===== src/hdl/asp_pkg.sv =====
package asp_pkg;

    localparam int ITER   = 20;
    localparam int CW     = 16;
    localparam int FRAC   = 16;
    localparam int XW     = 36;
    localparam int ZW     = 26;
    localparam int CSW    = 20;
    localparam int RW     = 36;
    localparam int QW     = 10;
    localparam int SW     = 9;
    localparam int HW     = RW - FRAC + CSW;
    localparam int LW     = FRAC + CSW;
    localparam int MW     = 25;
    localparam int OW     = 27;
    localparam int QDEPTH = 4;
    localparam int QPW    = 2;

    localparam logic [15:0]          INV_GAIN   = 16'd39797;
    localparam logic [SW-1:0]        SNAP_RESET = 9'd45;
    localparam logic signed [ZW-1:0] HALF_TURN  = 26'sd11796480;
    localparam logic signed [ZW-1:0] FULL_TURN  = 26'sd23592960;
    localparam logic signed [OW-1:0] SAT_HI     = OW'((2 ** (CW - 1)) - 1);
    localparam logic signed [OW-1:0] SAT_LO     = -SAT_HI - OW'(1);

    typedef struct packed {
        logic signed [CW-1:0] ax;
        logic signed [CW-1:0] ay;
        logic signed [CW-1:0] px;
        logic signed [CW-1:0] py;
        logic                 zero;
        logic [SW-1:0]        step;
    } side_t;

    typedef struct packed {
        side_t                side;
        logic signed [XW-1:0] x;
        logic signed [XW-1:0] y;
        logic signed [ZW-1:0] z;
    } vec_item_t;

    // atan(2^-i) in degrees, 16 fractional bits
    function automatic logic signed [ZW-1:0] atan_deg(input int i);
        logic signed [ZW-1:0] v;
        case (i)
            0:       v = 26'sd2949120;
            1:       v = 26'sd1740967;
            2:       v = 26'sd919879;
            3:       v = 26'sd466945;
            4:       v = 26'sd234379;
            5:       v = 26'sd117304;
            6:       v = 26'sd58666;
            7:       v = 26'sd29335;
            8:       v = 26'sd14668;
            9:       v = 26'sd7334;
            10:      v = 26'sd3667;
            11:      v = 26'sd1833;
            12:      v = 26'sd917;
            13:      v = 26'sd458;
            14:      v = 26'sd229;
            15:      v = 26'sd115;
            16:      v = 26'sd57;
            17:      v = 26'sd29;
            18:      v = 26'sd14;
            19:      v = 26'sd7;
            20:      v = 26'sd4;
            21:      v = 26'sd2;
            22:      v = 26'sd1;
            default: v = '0;
        endcase
        return v;
    endfunction

endpackage


===== src/hdl/asp_front.sv =====
module asp_front
    import asp_pkg::*;
(
    input  logic            clk,
    input  logic            rst_n,
    input  logic            s_tvalid,
    output logic            s_tready,
    input  logic [63:0]     s_tdata,
    input  logic [SW-1:0]   step,
    output logic            out_valid,
    input  logic            out_ready,
    output vec_item_t       out_item
);

    logic                 valid_reg;
    vec_item_t            item_reg;
    vec_item_t            item_next;
    logic signed [CW-1:0] ax, ay, px, py;
    logic signed [CW:0]   dx, dy, adx, ady;
    logic                 neg;

    assign ax  = s_tdata[15:0];
    assign ay  = s_tdata[31:16];
    assign px  = s_tdata[47:32];
    assign py  = s_tdata[63:48];
    assign dx  = (CW+1)'(px) - (CW+1)'(ax);
    assign dy  = (CW+1)'(py) - (CW+1)'(ay);
    assign neg = dx[CW];
    // left half plane is folded over, angle starts at 180
    assign adx = neg ? -dx : dx;
    assign ady = neg ? -dy : dy;

    always_comb
    begin
        item_next.side.ax   = ax;
        item_next.side.ay   = ay;
        item_next.side.px   = px;
        item_next.side.py   = py;
        item_next.side.zero = (dx == '0) && (dy == '0);
        item_next.side.step = step;
        item_next.x = {{(XW-CW-1-FRAC){adx[CW]}}, adx, {FRAC{1'b0}}};
        item_next.y = {{(XW-CW-1-FRAC){ady[CW]}}, ady, {FRAC{1'b0}}};
        item_next.z = neg ? HALF_TURN : '0;
    end

    assign s_tready  = !valid_reg || out_ready;
    assign out_valid = valid_reg;
    assign out_item  = item_reg;

    always_ff @(posedge clk or negedge rst_n)
    begin
        if (!rst_n)
            valid_reg <= 1'b0;
        else if (s_tready)
            valid_reg <= s_tvalid;
    end

    always_ff @(posedge clk)
    begin
        if (s_tready && s_tvalid)
            item_reg <= item_next;
    end

endmodule


===== config.mk =====
export PLATFORM = sky130hd
export DESIGN_NAME = asp_front
export DESIGN_NICKNAME = d
export VERILOG_FILES = /design/src/hdl/asp_pkg.sv /design/src/hdl/asp_front.sv
export SDC_FILE = /design/constraint.sdc
export NUM_CORES = 1
export LEC_CHECK = 0
export ABC_AREA = 1
export BUFFER_PORTS_ARGS = -buffer_cell sky130_fd_sc_hd__buf_2
export CAP_MARGIN = 15
export CORE_MARGIN = 2
export CORE_UTILIZATION = 45
export CTS_CLUSTER_SIZE = 40
export DETAILED_ROUTE_END_ITERATION = 8
export HOLD_SLACK_MARGIN = 0.12
export MAX_ROUTING_LAYER = met4
export PLACE_DENSITY = 0.74
export SETUP_SLACK_MARGIN = 0.02
export SYNTH_ARGS = -nofsm -noshare
export SYNTH_HDL_FRONTEND = slang
export SYNTH_SLANG_ARGS = --single-unit
export TNS_END_PERCENT = 1

===== constraint.sdc =====
create_clock -name clk -period 11.8 [get_ports clk]
set_input_delay 2.36 -clock clk [delete_from_list [all_inputs] [get_ports clk]]
set_output_delay 2.36 -clock clk [all_outputs]
set_load 0.02 [all_outputs]

# --- After elaboration in Yosys (flattened, before gate mapping) ---
# Cells that the tools add are included.
word_totals:
  regBits: 135
  input_bits: 77
  out_inout_bits: 174
classes:
  n_addsub: 4
  n_mux: 3
  reduce_logical: 6
op_table:
  columns: ["op", "count"]
  rows:
  - ["logical NOT 17 bit", 2]
  - ["two-way mux 17 bit", 2]
  - ["negation 17 bit", 2]
  - ["subtractor 16 x 16 -> 17 bit", 2]
  - ["two-way mux 24 bit", 1]
  - ["logical AND 1 bit", 2]
  - ["logical NOT 1 bit", 1]
  - ["logical OR 1 bit", 1]

# --- Longest topological paths before layout ---
logic_depth:
  word_depth: 3
  mapped_depth: 19
  depth_no_buf: 19

# --- Least setup slack after synthesis ---
# Ideal clock, no wire load.
synth_timing:
  kind: "in2reg"
  start: "in s_tvalid"
  end: "reg item_reg, in the netlist out_item[100], enable pin"
  t_arrival_ns: 7.658
  setup_slack_ns: 3.529
  stages: 2
  n_path_buf: 0
  path_cell_list: "inv_1 a21oi_1"
synth_between:
  elab_chain_cells: 1
synth_lines:
  columns: ["element", "line", "source"]
  rows:
  - ["start: declaration", "asp_front.sv:6", "input logic s_tvalid,"]
  - ["logical AND 1 bit", "asp_front.sv:60", "if (s_tready && s_tvalid)"]
  - ["end signal: assignment", "asp_front.sv:61", "item_reg <= item_next;"]
  - ["end: declaration", "asp_front.sv:16", "vec_item_t item_reg;"]
# No other way between the ends.
# A chain may end at the register's enable or synchronous reset.

# --- Worst setup path after layout ---
layout_timing:
  start: "in out_ready"
  end: "out s_tready"
layout_between:
  elab_chain_cells: 1
layout_lines:
  columns: ["element", "line", "source"]
  rows:
  - ["start: declaration", "asp_front.sv:11", "input logic out_ready,"]
  - ["logical OR 1 bit", "asp_front.sv:46", "assign s_tready = !valid_reg || out_ready;"]
  - ["end: declaration", "asp_front.sv:7", "output logic s_tready,"]
# No other way between the ends.

==> metrics.log <==
INFO  metric outcome = completed
INFO  metric post_cts_resized = 0
INFO  metric vdd_ir_drop_max = 0.00007916 V
INFO  metric setup-tns-final = 0 ns
INFO  metric drt-wirelength-per-cell = 12.05 µm
INFO  metric synth-seq-area-share = 47.51%
INFO  metric worst_setup_hold_path_clk_slew = 0.07 ns
INFO  metric starting_density_of_the_core = 45.83%
INFO  metric route.final.wire_length = 14.46 mm
INFO  metric hpwl = 11.41 mm
INFO  metric max_cap_violations = 0
INFO  metric critical_path.startpoint_type = input pin
INFO  metric syn_area_per_cell = 8.559 µm²
INFO  metric fin_crit = 5.168 ns
INFO  metric floorplan.die.width = 128.2 µm
INFO  metric clkLatencyLatePin = 0.36 ns
INFO  metric hold_path_startpoint = out_valid
INFO  metric netlist_top_cells_area = sky130_fd_sc_hd__edfxtp_1, sky130_fd_sc_hd__nand2_1, sky130_fd_sc_hd__inv_1, sky130_fd_sc_hd__buf_4, sky130_fd_sc_hd__ha_1
INFO  metric max_slew.worst_pin.slew = 0.8027 ns
INFO  metric yosys_warnings = 0
INFO  metric ctsHoldBuffers = 0
INFO  metric syn_area = 0.006942 mm²
INFO  metric area_growth = 17.93%
INFO  metric clkSinkCount = 110
INFO  metric final_max_slew_viol_count = 0
INFO  metric dpl-instance-area = 0.007886 mm²
INFO  metric global_route_total_overflow = 0
INFO  metric htree_levels = 3
INFO  metric fmax = 193.5 MHz
INFO  metric total_leakage_power = 4.296 nW
INFO  metric placementRows = 45
INFO  metric drive_gt1_share = 24.31%
INFO  metric clockBufferDepth = 2
INFO  metric rsz_0062_raised_after_global_routing = false
INFO  metric detailedRoute.firstPassIterationCount = 6
INFO  metric grt_util_met2 = 28.72%
INFO  metric placed_cells = 1184
INFO  metric grt_first_pass_wirelength = 23.10 mm
INFO  metric globalRoute.busiestLayer = met2
INFO  metric yosysUniqueCellTypes = 34
INFO  metric antenna_found_initial = 0
INFO  metric holdPathEnd = out_valid
INFO  metric final-setup-viol-count = 0
INFO  metric clock_tree_from_tritoncts = built
INFO  metric route.antenna.remaining_nets = 0
INFO  metric final.period_utilization = 43.80%
INFO  metric drt_iter0_markers = 285
INFO  metric chipHeight = 128.2 µm
INFO  metric minimum_setup_slack_after_placement = 6.626 ns
INFO  metric worstPathRequired = 9.44 ns
INFO  metric n_antenna_cell = 0
INFO  metric r2r_end = out_item[83]
INFO  metric cell_depth_of_the_worst_hold_path = 2
INFO  metric drc = 0
INFO  metric final-instance-count-excl-fill = 1200
INFO  metric reg2reg_depth = 3
INFO  metric final-hold-violation-count = 0
INFO  metric post-cts-setup-buffers = 0
INFO  metric nets = 1124
INFO  metric place.port_buffers = 196
INFO  metric first_global_vias = 4963
INFO  metric use_met3 = 2.796%
INFO  metric route.vias.total = 5477
INFO  metric finalWeightedCongestion = 0.9155
INFO  metric clock_skew = 0.005977 ns
INFO  metric timing.critical_path.to_type = primary output
INFO  metric fp.coreArea = 0.01515 mm²
INFO  metric design_power_total = 1.119 mW
INFO  metric power_per_cell_area = 136.6 mW/mm²
INFO  metric cp_data_arrival_time = 2.81 ns
INFO  metric synth_largest_area_cell = sky130_fd_sc_hd__edfxtp_1
INFO  metric design_area = 0.008187 mm²
INFO  metric timing.critical_path.slowest_stage_cell = sky130_fd_sc_hd__buf_2
INFO  metric via_per_inst = 4.564
INFO  metric synth_cells = 811
INFO  metric timing.final.ws_setup = 6.632 ns
INFO  metric floorplan.die_area = 0.01644 mm²
INFO  metric ios = 251
INFO  metric grt_max_degree = 65
INFO  metric worstSetupPathType = input pin to primary output
INFO  metric cts_root_buffer = sky130_fd_sc_hd__clkbuf_16
INFO  metric crit_path_max_fo = 2
INFO  metric timing.reg2reg.setup_slack = 9.55 ns
INFO  metric critical-path-max-stage-delay = 0.16 ns
INFO  metric critical-path-top-cell-by-count = sky130_fd_sc_hd__buf_2
INFO  metric cts_made_buffers = 9
INFO  metric crit-reg2reg-launch = out_valid
INFO  metric crit_path_cell_trace = buf_2, inv_1, nand2_1, buf_2
INFO  metric worstHoldPathType = flip-flop to flip-flop
INFO  metric met1_usage_in_global_routing = 24.09%
INFO  metric grtUsageTotal = 18.26%
INFO  metric yosys_register_bits = 110
INFO  metric post-synth-top-area-fraction = 47.15%
INFO  metric headroom_to_the_max_slew_limit = 46.49%
[area by class of cell]
type	count	area, µm²
fill	1411	6959
sequential	110	3298
multi-input combinational	538	2791
timing repair buffer	198	996.0
inverter	150	565.5
clock buffer	12	246.5
tap	188	235.2
clock inverter	4	53.80
[routing by layer]
metal  vias to the layer above  share of wire, %
met5                         -                 0
met4                         0               1.3
met3                        13               6.9
met2                       189                46
met1                      2438                46
li1                       2837                 -
[critical path: cells and delay by family]
kind          cells  cell delay [ns]
buf+inv           3             0.37
simple gates      1             0.08
[worst max path at each step]
stage,cells past startpoint,to,slack [ns],startpoint
after CTS,4,s_tready,6.63,out_ready
after global placement,4,s_tready,6.66,out_ready
after floorplan,2,out_item[100],3.53,s_tvalid
final,4,s_tready,6.63,out_ready
after detailed placement,4,s_tready,6.63,out_ready
after global routing,4,s_tready,6.59,out_ready
[registers in the layout (all words and copies together) (netlist names)]
signal / flops
out_item: 109
out_valid: 1
[kinds of logic after synthesis]
kind of cell	after synthesis	share of synthesized area (%)
simple gates	387	23.76
buf+inv	216	15.30
flops	110	47.51
fa+ha+maj	40	7.426
compound gates	30	2.433
xor+xnor	27	3.515
other cells	1	0.05402
[cells in the final DEF, fill, tap and decap left out, types with 2 or more instances in the layout]
cell,count
sky130_fd_sc_hd__nand2_1,234
sky130_fd_sc_hd__buf_2,196
sky130_fd_sc_hd__inv_1,146
sky130_fd_sc_hd__edfxtp_1,109
sky130_fd_sc_hd__nand3_1,57
sky130_fd_sc_hd__conb_1,54
sky130_fd_sc_hd__nor2_1,52
sky130_fd_sc_hd__ha_1,38
sky130_fd_sc_hd__a21oi_1,20
sky130_fd_sc_hd__xor2_1,18
sky130_fd_sc_hd__nand2_2,13
sky130_fd_sc_hd__clkbuf_16,9
sky130_fd_sc_hd__nor2_2,8
sky130_fd_sc_hd__nand4_1,8
sky130_fd_sc_hd__xnor2_1,8
sky130_fd_sc_hd__and2_1,4
sky130_fd_sc_hd__nor3_1,4
sky130_fd_sc_hd__inv_2,3
sky130_fd_sc_hd__nand3b_1,3
sky130_fd_sc_hd__a21oi_2,2
sky130_fd_sc_hd__nand3_2,2
sky130_fd_sc_hd__o21ai_1,2
sky130_fd_sc_hd__fa_1,2
sky130_fd_sc_hd__clkbuf_1,2
sky130_fd_sc_hd__clkinvlp_4,2
sky130_fd_sc_hd__buf_4,2
[cells in the mapped netlist, drive strengths merged]
master  instances
xnor2           8
ha             38
dfrtp           1
fa              2
a21oi          23
inv           150
nand2         248
nand3b          3
and2            4
o21ai           4
nor3            5
a21o            1
conb            1
a211oi          1
o21bai          1
nor2           60
buf            66
xor2           19
nand4           8
nand3          59
edfxtp        109
[where the power goes]
group	switching, mW	internal (mW)
registers	0.00869	0.477
logic	0.220	0.102
clock network	0.139	0.171
total	0.368	0.750
[metrics by stage]
stage	utilization (%)	hold WS, ns
3_5_place_dp	52.07	0.5948
3_3_place_gp	52.07	0.5634
6_report	54.05	0.6030
5_1_grt	54.05	0.6645
2_1_floorplan	-	0.7682
4_1_cts	54.05	0.6110
Power figures use the tool's default switching activity.
