### src/hdl/asp_pkg.sv
package asp_pkg;

    localparam int ITER   = 20;
    localparam int CW     = 16;
    localparam int FRAC   = 16;
    localparam int XW     = 36;
    localparam int ZW     = 26;
    localparam int CSW    = 20;
    localparam int RW     = 36;
    localparam int QW     = 10;
    localparam int SW     = 9;
    localparam int HW     = RW - FRAC + CSW;
    localparam int LW     = FRAC + CSW;
    localparam int MW     = 25;
    localparam int OW     = 27;
    localparam int QDEPTH = 4;
    localparam int QPW    = 2;

    localparam logic [15:0]          INV_GAIN   = 16'd39797;
    localparam logic [SW-1:0]        SNAP_RESET = 9'd45;
    localparam logic signed [ZW-1:0] HALF_TURN  = 26'sd11796480;
    localparam logic signed [ZW-1:0] FULL_TURN  = 26'sd23592960;
    localparam logic signed [OW-1:0] SAT_HI     = OW'((2 ** (CW - 1)) - 1);
    localparam logic signed [OW-1:0] SAT_LO     = -SAT_HI - OW'(1);

    typedef struct packed {
        logic signed [CW-1:0] ax;
        logic signed [CW-1:0] ay;
        logic signed [CW-1:0] px;
        logic signed [CW-1:0] py;
        logic                 zero;
        logic [SW-1:0]        step;
    } side_t;

    typedef struct packed {
        side_t                side;
        logic signed [XW-1:0] x;
        logic signed [XW-1:0] y;
        logic signed [ZW-1:0] z;
    } vec_item_t;

    // atan(2^-i) in degrees, 16 fractional bits
    function automatic logic signed [ZW-1:0] atan_deg(input int i);
        logic signed [ZW-1:0] v;
        case (i)
            0:       v = 26'sd2949120;
            1:       v = 26'sd1740967;
            2:       v = 26'sd919879;
            3:       v = 26'sd466945;
            4:       v = 26'sd234379;
            5:       v = 26'sd117304;
            6:       v = 26'sd58666;
            7:       v = 26'sd29335;
            8:       v = 26'sd14668;
            9:       v = 26'sd7334;
            10:      v = 26'sd3667;
            11:      v = 26'sd1833;
            12:      v = 26'sd917;
            13:      v = 26'sd458;
            14:      v = 26'sd229;
            15:      v = 26'sd115;
            16:      v = 26'sd57;
            17:      v = 26'sd29;
            18:      v = 26'sd14;
            19:      v = 26'sd7;
            20:      v = 26'sd4;
            21:      v = 26'sd2;
            22:      v = 26'sd1;
            default: v = '0;
        endcase
        return v;
    endfunction

endpackage

### src/hdl/asp_queue.sv
module asp_queue
    import asp_pkg::*;
(
    input  logic      clk,
    input  logic      rst_n,
    input  logic      in_valid,
    output logic      in_ready,
    input  vec_item_t in_item,
    output logic      out_valid,
    input  logic      out_ready,
    output vec_item_t out_item
);

    vec_item_t        mem_reg [QDEPTH];
    logic [QPW-1:0]   wr_ptr_reg, rd_ptr_reg;
    logic [QPW:0]     cnt_reg;
    logic             push, pop;

    assign in_ready  = cnt_reg != (QPW+1)'(QDEPTH);
    assign out_valid = cnt_reg != '0;
    assign out_item  = mem_reg[rd_ptr_reg];
    assign push      = in_valid && in_ready;
    assign pop       = out_valid && out_ready;

    always_ff @(posedge clk or negedge rst_n)
    begin
        if (!rst_n)
        begin
            wr_ptr_reg <= '0;
            rd_ptr_reg <= '0;
            cnt_reg    <= '0;
        end
        else
        begin
            if (push)
                wr_ptr_reg <= wr_ptr_reg + 1'b1;
            if (pop)
                rd_ptr_reg <= rd_ptr_reg + 1'b1;
            if (push && !pop)
                cnt_reg <= cnt_reg + 1'b1;
            else if (pop && !push)
                cnt_reg <= cnt_reg - 1'b1;
        end
    end

    always_ff @(posedge clk)
    begin
        if (push)
            mem_reg[wr_ptr_reg] <= in_item;
    end

endmodule

### config.mk
export PLATFORM = sky130hd
export DESIGN_NAME = asp_queue
export DESIGN_NICKNAME = d
export VERILOG_FILES = /design/src/hdl/asp_pkg.sv /design/src/hdl/asp_queue.sv
export SDC_FILE = /design/constraint.sdc
export NUM_CORES = 1
export LEC_CHECK = 0
export ABC_AREA = 1
export BUFFER_PORTS_ARGS = -buffer_cell sky130_fd_sc_hd__buf_2
export CAP_MARGIN = 20
export CORE_MARGIN = 5
export CORE_UTILIZATION = 50
export CTS_BUF_LIST = sky130_fd_sc_hd__clkbuf_16
export DETAILED_ROUTE_END_ITERATION = 8
export MAX_ROUTING_LAYER = met4
export PLACE_DENSITY_LB_ADDON = 0.08
export SLEW_MARGIN = 20
export SYNTH_ARGS = -nofsm -noshare
export SYNTH_HDL_FRONTEND = slang
export SYNTH_SLANG_ARGS = --single-unit
### constraint.sdc
create_clock -name clk -period 8.6 [get_ports clk]
set_input_delay 1.29 -clock clk [delete_from_list [all_inputs] [get_ports clk]]
set_output_delay 1.29 -clock clk [all_outputs]
set_load 0.005 [all_outputs]
== Word-level counts from Yosys, hierarchy flattened ==
Memory sizes are Yosys's and may differ from the RTL's.
Index checks and enable logic that the tools add are counted.

* Register bits: 7
* Bits in writable memories: 688
* Input port bits: 176
* Output and inout port bits: 174
* Memories kept: 1

{| class="wikitable"
|+ Memory list
! memory !! depth !! bits a word !! rd ports !! clocked after Yosys merged registers in !! write ports !! line !! RTL
|-
| mem_reg || 4 || 172 || 1 || 0 || 1 || asp_queue.sv:14 || <nowiki>vec_item_t mem_reg [QDEPTH];</nowiki>
|}

* Add/sub/neg operators: 4
* Equal/unequal tests: 1
* Muxes and demuxes: 4
* Reductions and logical operators: 8

{| class="wikitable"
|+ Operators with widths
! operator !! number
|-
| 2-to-1 mux 3 bit || 2
|-
| adder 2 x 1 -> 2 bit (second input constant) || 2
|-
| logical AND 1 bit || 4
|-
| adder 3 x 1 -> 3 bit (second input constant) || 1
|-
| inequality test 3 bit (second input constant) || 1
|-
| nonzero test 3 bit || 1
|-
| subtractor 3 x 1 -> 3 bit (second input constant) || 1
|-
| zero test 1 bit || 2
|-
| 2-to-1 mux 1 bit || 2
|-
| nonzero test 2 bit || 1
|}

== Depth between registers and ports, before layout ==
Gate-level depths: netlist of the first run.

* Depth in word-level cells: 6
* Gate-level depth with buffers: 12

== Worst setup path before layout of the first run ==
No wires, ideal clock.

* Kind: input -> register
* Start point: in in_valid
* End point: mem mem_reg[0][0] (netlist bit) (enable)
* Library setup time: 0.707 ns
* Arrival time: 8.570 ns
* Data required time: 7.893 ns
* Path slack: -0.678 ns
* Stages: 2
* Path buffers: 0
* Cells stage by stage: nand2_1 nor2_1

* Word-level cells in the longest chain between the ends: 3

{| class="wikitable"
|+ Ends and longest elaborated chain
! what !! line !! RTL
|-
| start, declared || asp_queue.sv:6 || <nowiki>input logic in_valid,</nowiki>
|-
| logical AND 1 bit || asp_queue.sv:22 || <nowiki>assign push = in_valid && in_ready;</nowiki>
|-
| 2-to-1 mux 1 bit || asp_queue.sv:48 || <nowiki>if (push)</nowiki>
|-
| 2-to-1 mux 1 bit (implied by the code) || asp_queue.sv:49 || <nowiki>mem_reg[wr_ptr_reg] <= in_item;</nowiki>
|-
| end, declared || asp_queue.sv:14 ||
|}

Every way passes these cells.

==> reports/results.ini, run 1 <==
[outcome]
status=complete, no violations

[clocking]
clock_latency_ns=0.59
cts_root_buffer=clkbuf_16
postCtsSetupBuffers=0
clockBufferDepth=3
htreeDepth=3
numClockSinks=695
cts_buffers=72
path_clk_slew_ns=0.06
cts_resized=0
cts_tree=done
ctsHoldBuffers=0

[critical_path]
critPathMaxStageDelay_ns=0.87
cpMostUsedCell=buf_4
cp.depth=5
path_delay_family=buffers and inverters
path_buf_inv=3
path_cells=buf_4 -> buf_4 -> o211ai_1 -> nand2_1 -> buf_2
reg2regPathDepth=6
critPathKind=register to output port
crit_fanout=72
arrival_ns=3.57
worstPathRequired_ns=7.31
cp_slowest_cell=dfrtp_4
start_kind=register
end_kind=output port

[yosys]
yosys-top-cells-area=edfxtp_1 (75%), o211ai_1 (9.4%), nand2_1 (7.3%)
synthTopCellsByCount=edfxtp_1 (688), nand2_1 (533), inv_1 (359)
async_flop_share_pct=1.007
synthDistinctLibCells=18
synth-seq-cells=695
synth-compound-area-share_pct=9.430
synth.area.mux_share_pct=0
ys.flop_type=edfxtp_1
synth_warnings=0
yosysMostFrequentCell=edfxtp_1
synth_edf_count=688
netlist_area_um2=27440
synthSimpleGateAreaFrac_pct=7.497
syn_inst=2066
synth_xor_area_share_pct=0.03192
synth_top_area_share_pct=75.29
synth_top_family_by_area=compound AO/OA/AOI/OAI gates
synth_fp_nets=2248
yosysTopAreaCell=edfxtp_1
synthAdderAreaFrac_pct=0.3010
syn_avg_cell_area_um2=13.28
ys_seq_area_share_pct=75.93

[detailed_routing]
viasPerCell=5.139
vias=16220
dr.pass1.iters=5
drt_iter0_drc=912
avgRoutedWirePerCell_um=18.43
ant_nets=0
drc=0
routed_wl_um=58150

[pwr]
sequentialPowerShare_pct=42.5
clkPwrFrac_pct=26.3
power_density_nw_per_um2=340.6
power_leakage_nw=12.91
power.switching_mw=3.653
pwr-share-comb_pct=31.2
internal-power_mw=7.247
sw_frac_of_total_pct=33.51
ir_drop_mv=0.2491

[timing]
hold_violations=0
tightestPinTransition_ns=1.138
maxClockFrequency_mhz=205.6
setup_viol=0
rsz0062_at_grt=no
finalSetupTns_ns=0
finalMaxSlewViolations=0
clock_skew_ns=0.01845
fin_crit_ns=4.863
timing.slew.headroom_pct=24.11
holdWs_ns=0.5155
finalCritPeriodShare_pct=56.54
fin_ws_ns=3.737

[placed_design]
hpwl_um=33280
place_area_um2=29770
gp_congestion=0.7770
io_buffers=349
pre_cts_slack_ns=4.163

[final_layout]
layout.nets=2571
fin_area_um2=32000
ff_latch_area_um2=20840
fillCellCount=4307
largest_reg_flops=688
drive_gt1_share_pct=18.68
multi_input_area_um2=4766
syn_to_final_growth_pct=16.63
post-route-util_pct=59.12

[floorplan]
die_w_um=244.3
die_h_um=244.3
fp-row-count=85
core-area_um2=54130
ios=350
initial_core_util_pct=50.69
fp.dieArea_um2=59660

[global_route]
overflow=0
grt_max_degree=234
antenna_found_initial=18
grt_usage_pct=19.86
grt_pass1_wl_um=90250
grt_pass1_vias=16010

[run]
maxCapViolations=0

[min_path]
hold_path_class=register to register
worst_hold_path.num_cells=2

-- stage by stage --
step	power, mW	std cells
floorplan	6.906	2066
global placement	8.120	3010
detailed placement	8.180	3011
CTS	11.07	3137
global route	11.59	3153
finish	10.90	3155
-- placed cells by master (no fill, tap or decap), types with 6 or more instances in the layout --
master,instances
edfxtp_1,688
nand2_1,533
inv_1,384
buf_2,349
o211ai_1,344
clkbuf_16,74
diode_2,18
clkinv_1,14
nand3_1,7
buf_4,7
dfrtp_1,6
-- worst register-to-register path: cells and delay by family, from the launching register on --
family | cells | cell delay (ns)
buffers and inverters | 3 | 1.70
flip-flops | 1 | 0.41
AND/OR/NAND/NOR | 3 | 0.66
-- worst paths after layout --
| kind | start | end | slack (ns) |
|---|---|---|---|
| setup / recovery | rd_ptr_reg[1] | out_item[170] | 3.74 |
| hold / removal | cnt_reg[2] | cnt_reg[2] | 0.52 |
| setup reg to reg | cnt_reg[0] | mem_reg[3][160] | 5.39 |
| hold reg to reg | cnt_reg[2] | cnt_reg[2] | 0.52 |
| max in group asynchronous | rst_n | rd_ptr_reg[1] | 7.88 |
| min in group asynchronous | rst_n | rd_ptr_reg[0] | 0.54 |
-- layout make-up --
| class | count | share of cell area [%] |
|---|---|---|
| Multi-Input combinational cell | 897 | 14.89 |
| Sequential cell | 695 | 65.11 |
| Antenna cell | 18 | 0.1407 |
| Clock buffer | 74 | 5.786 |
| Tap cell | 696 | 2.721 |
| Inverter | 360 | 4.261 |
| Timing Repair Buffer | 363 | 6.056 |
| Clock inverter | 52 | 1.028 |
-- cell families (layout without fill, tap and decap cells) --
group / count (synthesis) / after routing
flops: 695 / 695
xor+xnor: 1 / 1
simple gates: 545 / 545
other cells: 0 / 18
fa+ha+maj: 6 / 6
buf+inv: 474 / 849
compound gates: 345 / 345
-- power by group through the flow --
stage | Combinational, mW | Clock (mW) | Sequential (mW)
after floorplan | 2.09 | 0 | 4.82
after global placement | 3.43 | 0 | 4.69
after detailed placement | 3.47 | 0 | 4.71
after CTS | 3.48 | 2.95 | 4.64
after global routing | 3.81 | 3.09 | 4.69
final | 3.40 | 2.87 | 4.63
-- layer usage --
metal | part of all wire [%] | up-vias | GRT usage, %
met4 | 2.0 | 0 | 6.273
met5 | 0 | - | -
met1 | 41 | 7874 | 23.79
li1 | - | 7905 | -
met2 | 49 | 361 | 33.06
met3 | 7.1 | 75 | 5.514
Power figures use the tool's default switching activity.
==> run 2: changes to the inputs <==
==> constraint.sdc (replaced) <==
create_clock -name clk -period 4.1 [get_ports clk]
set_input_delay 0.615 -clock clk [delete_from_list [all_inputs] [get_ports clk]]
set_output_delay 0.615 -clock clk [all_outputs]
set_load 0.005 [all_outputs]
==> reports/results.ini, run 2 (same netlist as run 1, synthesis figures left out) <==
[floorplan]
initial_core_util_pct=50.69
die_h_um=244.3
core-area_um2=54130
fp-row-count=85
fp.dieArea_um2=59660
ios=350
die_w_um=244.3

[critical_path]
crit_start=rd_ptr_reg[0]
path_cells=inv_8 -> buf_4 -> nand2_1 -> o211ai_1 -> nand2_1 -> buf_2
end_kind=output port
endpoint=out_item[75]
critPathKind=register to output port
crit_fanout=102
worstPathRequired_ns=3.48
start_kind=register
reg2regPathDepth=5
reg2reg_slack_ns=1.74
critPathMaxStageDelay_ns=0.54
cpMostUsedCell=nand2_1
arrival_ns=2.53
r2r-start=cnt_reg[0]
cp_slowest_cell=buf_4
worst_r2r_endpoint=mem_reg[0][160]

[global_route]
grt_usage_pct=19.74
grt_pass1_vias=15460
antenna_found_initial=16
grt_max_degree=174
grt_pass1_wl_um=89040
overflow=0

[placed_design]
place_area_um2=29990
hpwl_um=33700
gp_congestion=0.7661
io_buffers=349
dp.cells=3024

[pwr]
power_density_nw_per_um2=722.4
ir_drop_mv=0.6032
power_leakage_nw=13.06

[final_layout]
syn_to_final_growth_pct=18.07
stdcell_count=3175
layout.nets=2587
fin_area_um2=32400
fillCellCount=4226
ff_latch_area_um2=20840
final_cell_mix=edfxtp_1 (688), nand2_1 (533), inv_1 (369), buf_2 (349), o211ai_1 (344)
largest_reg_flops=688
post-route-util_pct=59.85
drive_gt1_share_pct=19.93
multi_input_area_um2=4766
final_common_cell=edfxtp_1

[timing]
holdWs_ns=0.2200
clock_skew_ns=0.01918
setup_viol=0
hold_violations=0
finalCritPeriodShare_pct=76.82
tightestPinTransition_ns=1.008
timing.slew.headroom_pct=32.82
maxClockFrequency_mhz=317.5
rsz0062_at_grt=no
finalMaxSlewViolations=0
fin_crit_ns=3.150

[detailed_routing]
vias=16070
ant_nets=0
drt_iter0_drc=853
avgRoutedWirePerCell_um=18.36
dr.pass1.iters=6
viasPerCell=5.063
drc=0
routed_wl_um=58300

[clocking]
cts_tree=done
cts_buffers=74
clock_latency_ns=0.61
path_clk_slew_ns=0.06
ctsHoldBuffers=1
cts_root_buffer=clkbuf_16
numClockSinks=695
postCtsSetupBuffers=0
htreeDepth=3
clockBufferDepth=3
cts_resized=0

[run]
maxCapViolations=0

[min_path]
hold_path_class=input port to register

[outcome]
status=complete, no violations

-- run 2: metrics by stage --
| step | TNS, ns | total power [mW] | worst slack, ns |
|---|---|---|---|
| global route | 0 | 24.87 | 0.6951 |
| CTS | 0 | 23.80 | 0.8857 |
| finish | 0 | 23.41 | 0.9502 |
| global placement | 0 | 17.20 | 1.598 |
| detailed placement | 0 | 17.33 | 1.558 |
| floorplan | -1132.10 | 14.31 | -1.645 |
-- run 2: area by class of cell --
type	instances	area share, %
flip-flops and latches	695	64.32
clock inverters	60	1.495
multi-input cells	897	14.71
clock buffers	75	5.793
inverters	360	4.210
diodes	15	0.1159
well taps	696	2.688
repair buffers	377	6.666
-- run 2: critical path, delay by kind of cell (launching register included) --
kind,cells,cell delay [ns]
AND/OR/NAND/NOR,2,0.21
AO/OA/AOI/OAI,1,0.11
buffers and inverters,3,1.11
flip-flops,1,0.45
-- run 2: worst min-delay path by stage --
stage	from	to	slack [ns]	cells after the start
2_1_floorplan	rst_n	cnt_reg[0]	0.32	0
4_1_cts	in_item[53]	mem_reg[1][53]	0.17	1
3_3_place_gp	rst_n	rd_ptr_reg[1]	0.47	1
6_report	in_item[53]	mem_reg[1][53]	0.22	1
5_1_grt	in_item[53]	mem_reg[1][53]	0.18	1
3_5_place_dp	rst_n	wr_ptr_reg[0]	0.47	1
-- run 2: metal layers --
metal	vias up	global-route usage, %	part of all wire, %
met5	-	-	0
met4	0	4.647	1.8
met3	84	5.875	6.7
met2	320	32.30	49
met1	7711	24.63	42
li1	7959	-	-
-- run 2: where the power goes --
| group | total (mW) | internal (mW) | switching [mW] |
|---|---|---|---|
| combinational | 7.37 | 2.49 | 4.88 |
| clock | 6.42 | 3.78 | 2.64 |
| sequential | 9.61 | 9.33 | 0.284 |
==> run 3: changes to the inputs <==
--- a/config.mk
+++ b/config.mk
@@ -5,7 +5,7 @@
 export SDC_FILE = /design/constraint.sdc
 export NUM_CORES = 1
 export LEC_CHECK = 0
-export ABC_AREA = 1
+export ABC_AREA = 0
 export BUFFER_PORTS_ARGS = -buffer_cell sky130_fd_sc_hd__buf_2
 export CAP_MARGIN = 20
 export CORE_MARGIN = 5
==> constraint.sdc (replaced) <==
create_clock -name clk -period 2.8 [get_ports clk]
set_input_delay 0.42 -clock clk [delete_from_list [all_inputs] [get_ports clk]]
set_output_delay 0.42 -clock clk [all_outputs]
set_load 0.005 [all_outputs]
==> reports/results.ini, run 3 <==
[yosys]
synth_warnings=0
synthTopCellsByCount=edfxtp_1 (688), mux4_2 (172), buf_2 (17)
yosys-top-cells-area=edfxtp_1 (81%), mux4_2 (15%), buf_12 (0.87%)
yosysTopAreaCell=edfxtp_1
syn_inst=934
synth_edf_count=688
synth-seq-cells=695
synth_top_area_share_pct=81.50
ys.flop_type=edfxtp_1
synth_fp_nets=1116
synthDistinctLibCells=20
syn_avg_cell_area_um2=27.14
netlist_area_um2=25350
async_flop_share_pct=1.007
yosysMostFrequentCell=edfxtp_1
ys_seq_area_share_pct=82.19

[min_path]
hold_path_class=input port to register
hp-start=in_item[171]

[critical_path]
crit_start=rd_ptr_reg[1]
start_kind=register
crit_fanout=25
r2r-start=cnt_reg[1]
critPathKind=register to output port
end_kind=output port
worstPathRequired_ns=2.38
arrival_ns=2.25

[timing]
hold_violations=0
clock_skew_ns=0.01690
setup_viol=0
finalMaxSlewViolations=0
fin_crit_ns=2.669
fin_ws_ns=0.1307
tightestPinTransition_ns=0.4250
finalCritPeriodShare_pct=95.33
timing.slew.headroom_pct=71.67
maxClockFrequency_mhz=374.6

[pwr]
ir_drop_mv=0.8259
clkPwrFrac_pct=26.3
pwr-share-comb_pct=29.2
power.switching_mw=8.795
sequentialPowerShare_pct=44.5
internal-power_mw=23.17
power_density_nw_per_um2=1053
sw_frac_of_total_pct=27.51
power_leakage_nw=10.42

[final_layout]
layout.nets=1552
drive_gt1_share_pct=47.03
syn_to_final_growth_pct=19.74
final_common_cell=edfxtp_1
stdcell_count=2099
final_cell_mix=edfxtp_1 (688), buf_2 (349), mux4_2 (172), clkbuf_16 (71), buf_4 (27)
post-route-util_pct=60.50
largest_reg_flops=688

[clocking]
cts_tree=done
clockBufferDepth=3
cts_buffers=71
path_clk_slew_ns=0.06
numClockSinks=695
clock_latency_ns=0.58
htreeDepth=3
cts_root_buffer=clkbuf_16

[global_route]
grt_usage_pct=18.92
grt.busiest_layer=met2
overflow=0
grt_pass1_wl_um=76410
use_met3_pct=6.490
grt_pass1_vias=11950
grt_max_degree=63
antenna_found_initial=13
globalRouteMet2Util_pct=28.87
use_met1_pct=25.07

[detailed_routing]
drt_iter0_drc=747
routed_wl_um=50690
viasPerCell=5.368
ant_nets=0
vias=11270
dr.pass1.iters=5
drc=0
avgRoutedWirePerCell_um=24.15

[floorplan]
die_w_um=235.2
die_h_um=235.2
ios=350
core-area_um2=50170
fp-row-count=82
initial_core_util_pct=50.53
fp.dieArea_um2=55300

[outcome]
status=complete, no violations

[run]
maxCapViolations=0

[placed_design]
dp.cells=1963
pre_cts_slack_ns=0.6423
io_buffers=349
gp_congestion=0.7543
hpwl_um=32430

## run 3: final timing paths
kind / end / slack [ns] / depth (start not counted)
min in group asynchronous: rd_ptr_reg[1] / 0.23 / 2
max: out_item[147] / 0.13 / 4
max in group asynchronous: rd_ptr_reg[0] / 2.37 / 2
max reg2reg: cnt_reg[2] / 0.71 / 8
min: mem_reg[0][171] / 0.05 / 1
min reg2reg: cnt_reg[2] / 0.53 / 1
## run 3: layer usage
metal  routed length (um)  up-vias
li1                     -     4957
met4                  955        0
met5                    0        -
met1                20390     5898
met3                 4072       75
met2                25280      337
## run 3: worst max-delay path: stages (launching register included)
cell	delay, ns
dfrtp_4	0.66
buf_12	0.27
buf_4	0.23
mux4_2	0.35
buf_2	0.15
## run 3: stage by stage
step	area (um^2)	TNS (ns)	total power, mW	hold WS, ns
detailed placement	28200	0	24.00	0.2749
global placement	28200	0	23.94	0.2710
CTS	30260	0	32.50	0.003579
floorplan	25360	-370.28	20.05	0.1244
global route	30360	-0.0005307	33.60	0.009686
finish	30360	0	31.96	0.04957
## run 3: power by group through the flow
| stage | Sequential, mW | Combinational (mW) | Clock (mW) |
|---|---|---|---|
| finish | 14.2 | 9.34 | 8.40 |
| global placement | 14.4 | 9.56 | 0 |
| global route | 14.4 | 10.1 | 9.12 |
| CTS | 14.3 | 9.56 | 8.67 |
| detailed placement | 14.5 | 9.51 | 0 |
| floorplan | 14.4 | 5.67 | 0 |
## run 3: repair_timing
action,in CTS,in global routing
hold buffers,1,0
gates resized for setup,0,2
hold endpoints to repair,7,0
endpoints found under the setup margin,0,64
setup buffers,0,5
## run 3: area by class of cell
type	count	area, um^2
Sequential cell	695	20840
Clock buffer	71	1777
Inverter	3	11.26
Clock inverter	46	272.8
Multi-Input combinational cell	197	4104
Tap cell	672	840.8
Timing Repair Buffer	402	2475
Fill cell	3571	19820
Antenna cell	13	32.53
## run 3: logic make-up after synthesis
group / after synthesis / synth area share [%]
and+or+nand+nor: 10 / 0.2024
buffers and inverters: 42 / 1.663
adders and majority gates: 6 / 0.3258
muxes: 174 / 15.37
DFF: 695 / 82.19
AOI/OAI and AO/OA: 1 / 0.04442
xor gates and xnor gates: 6 / 0.2073
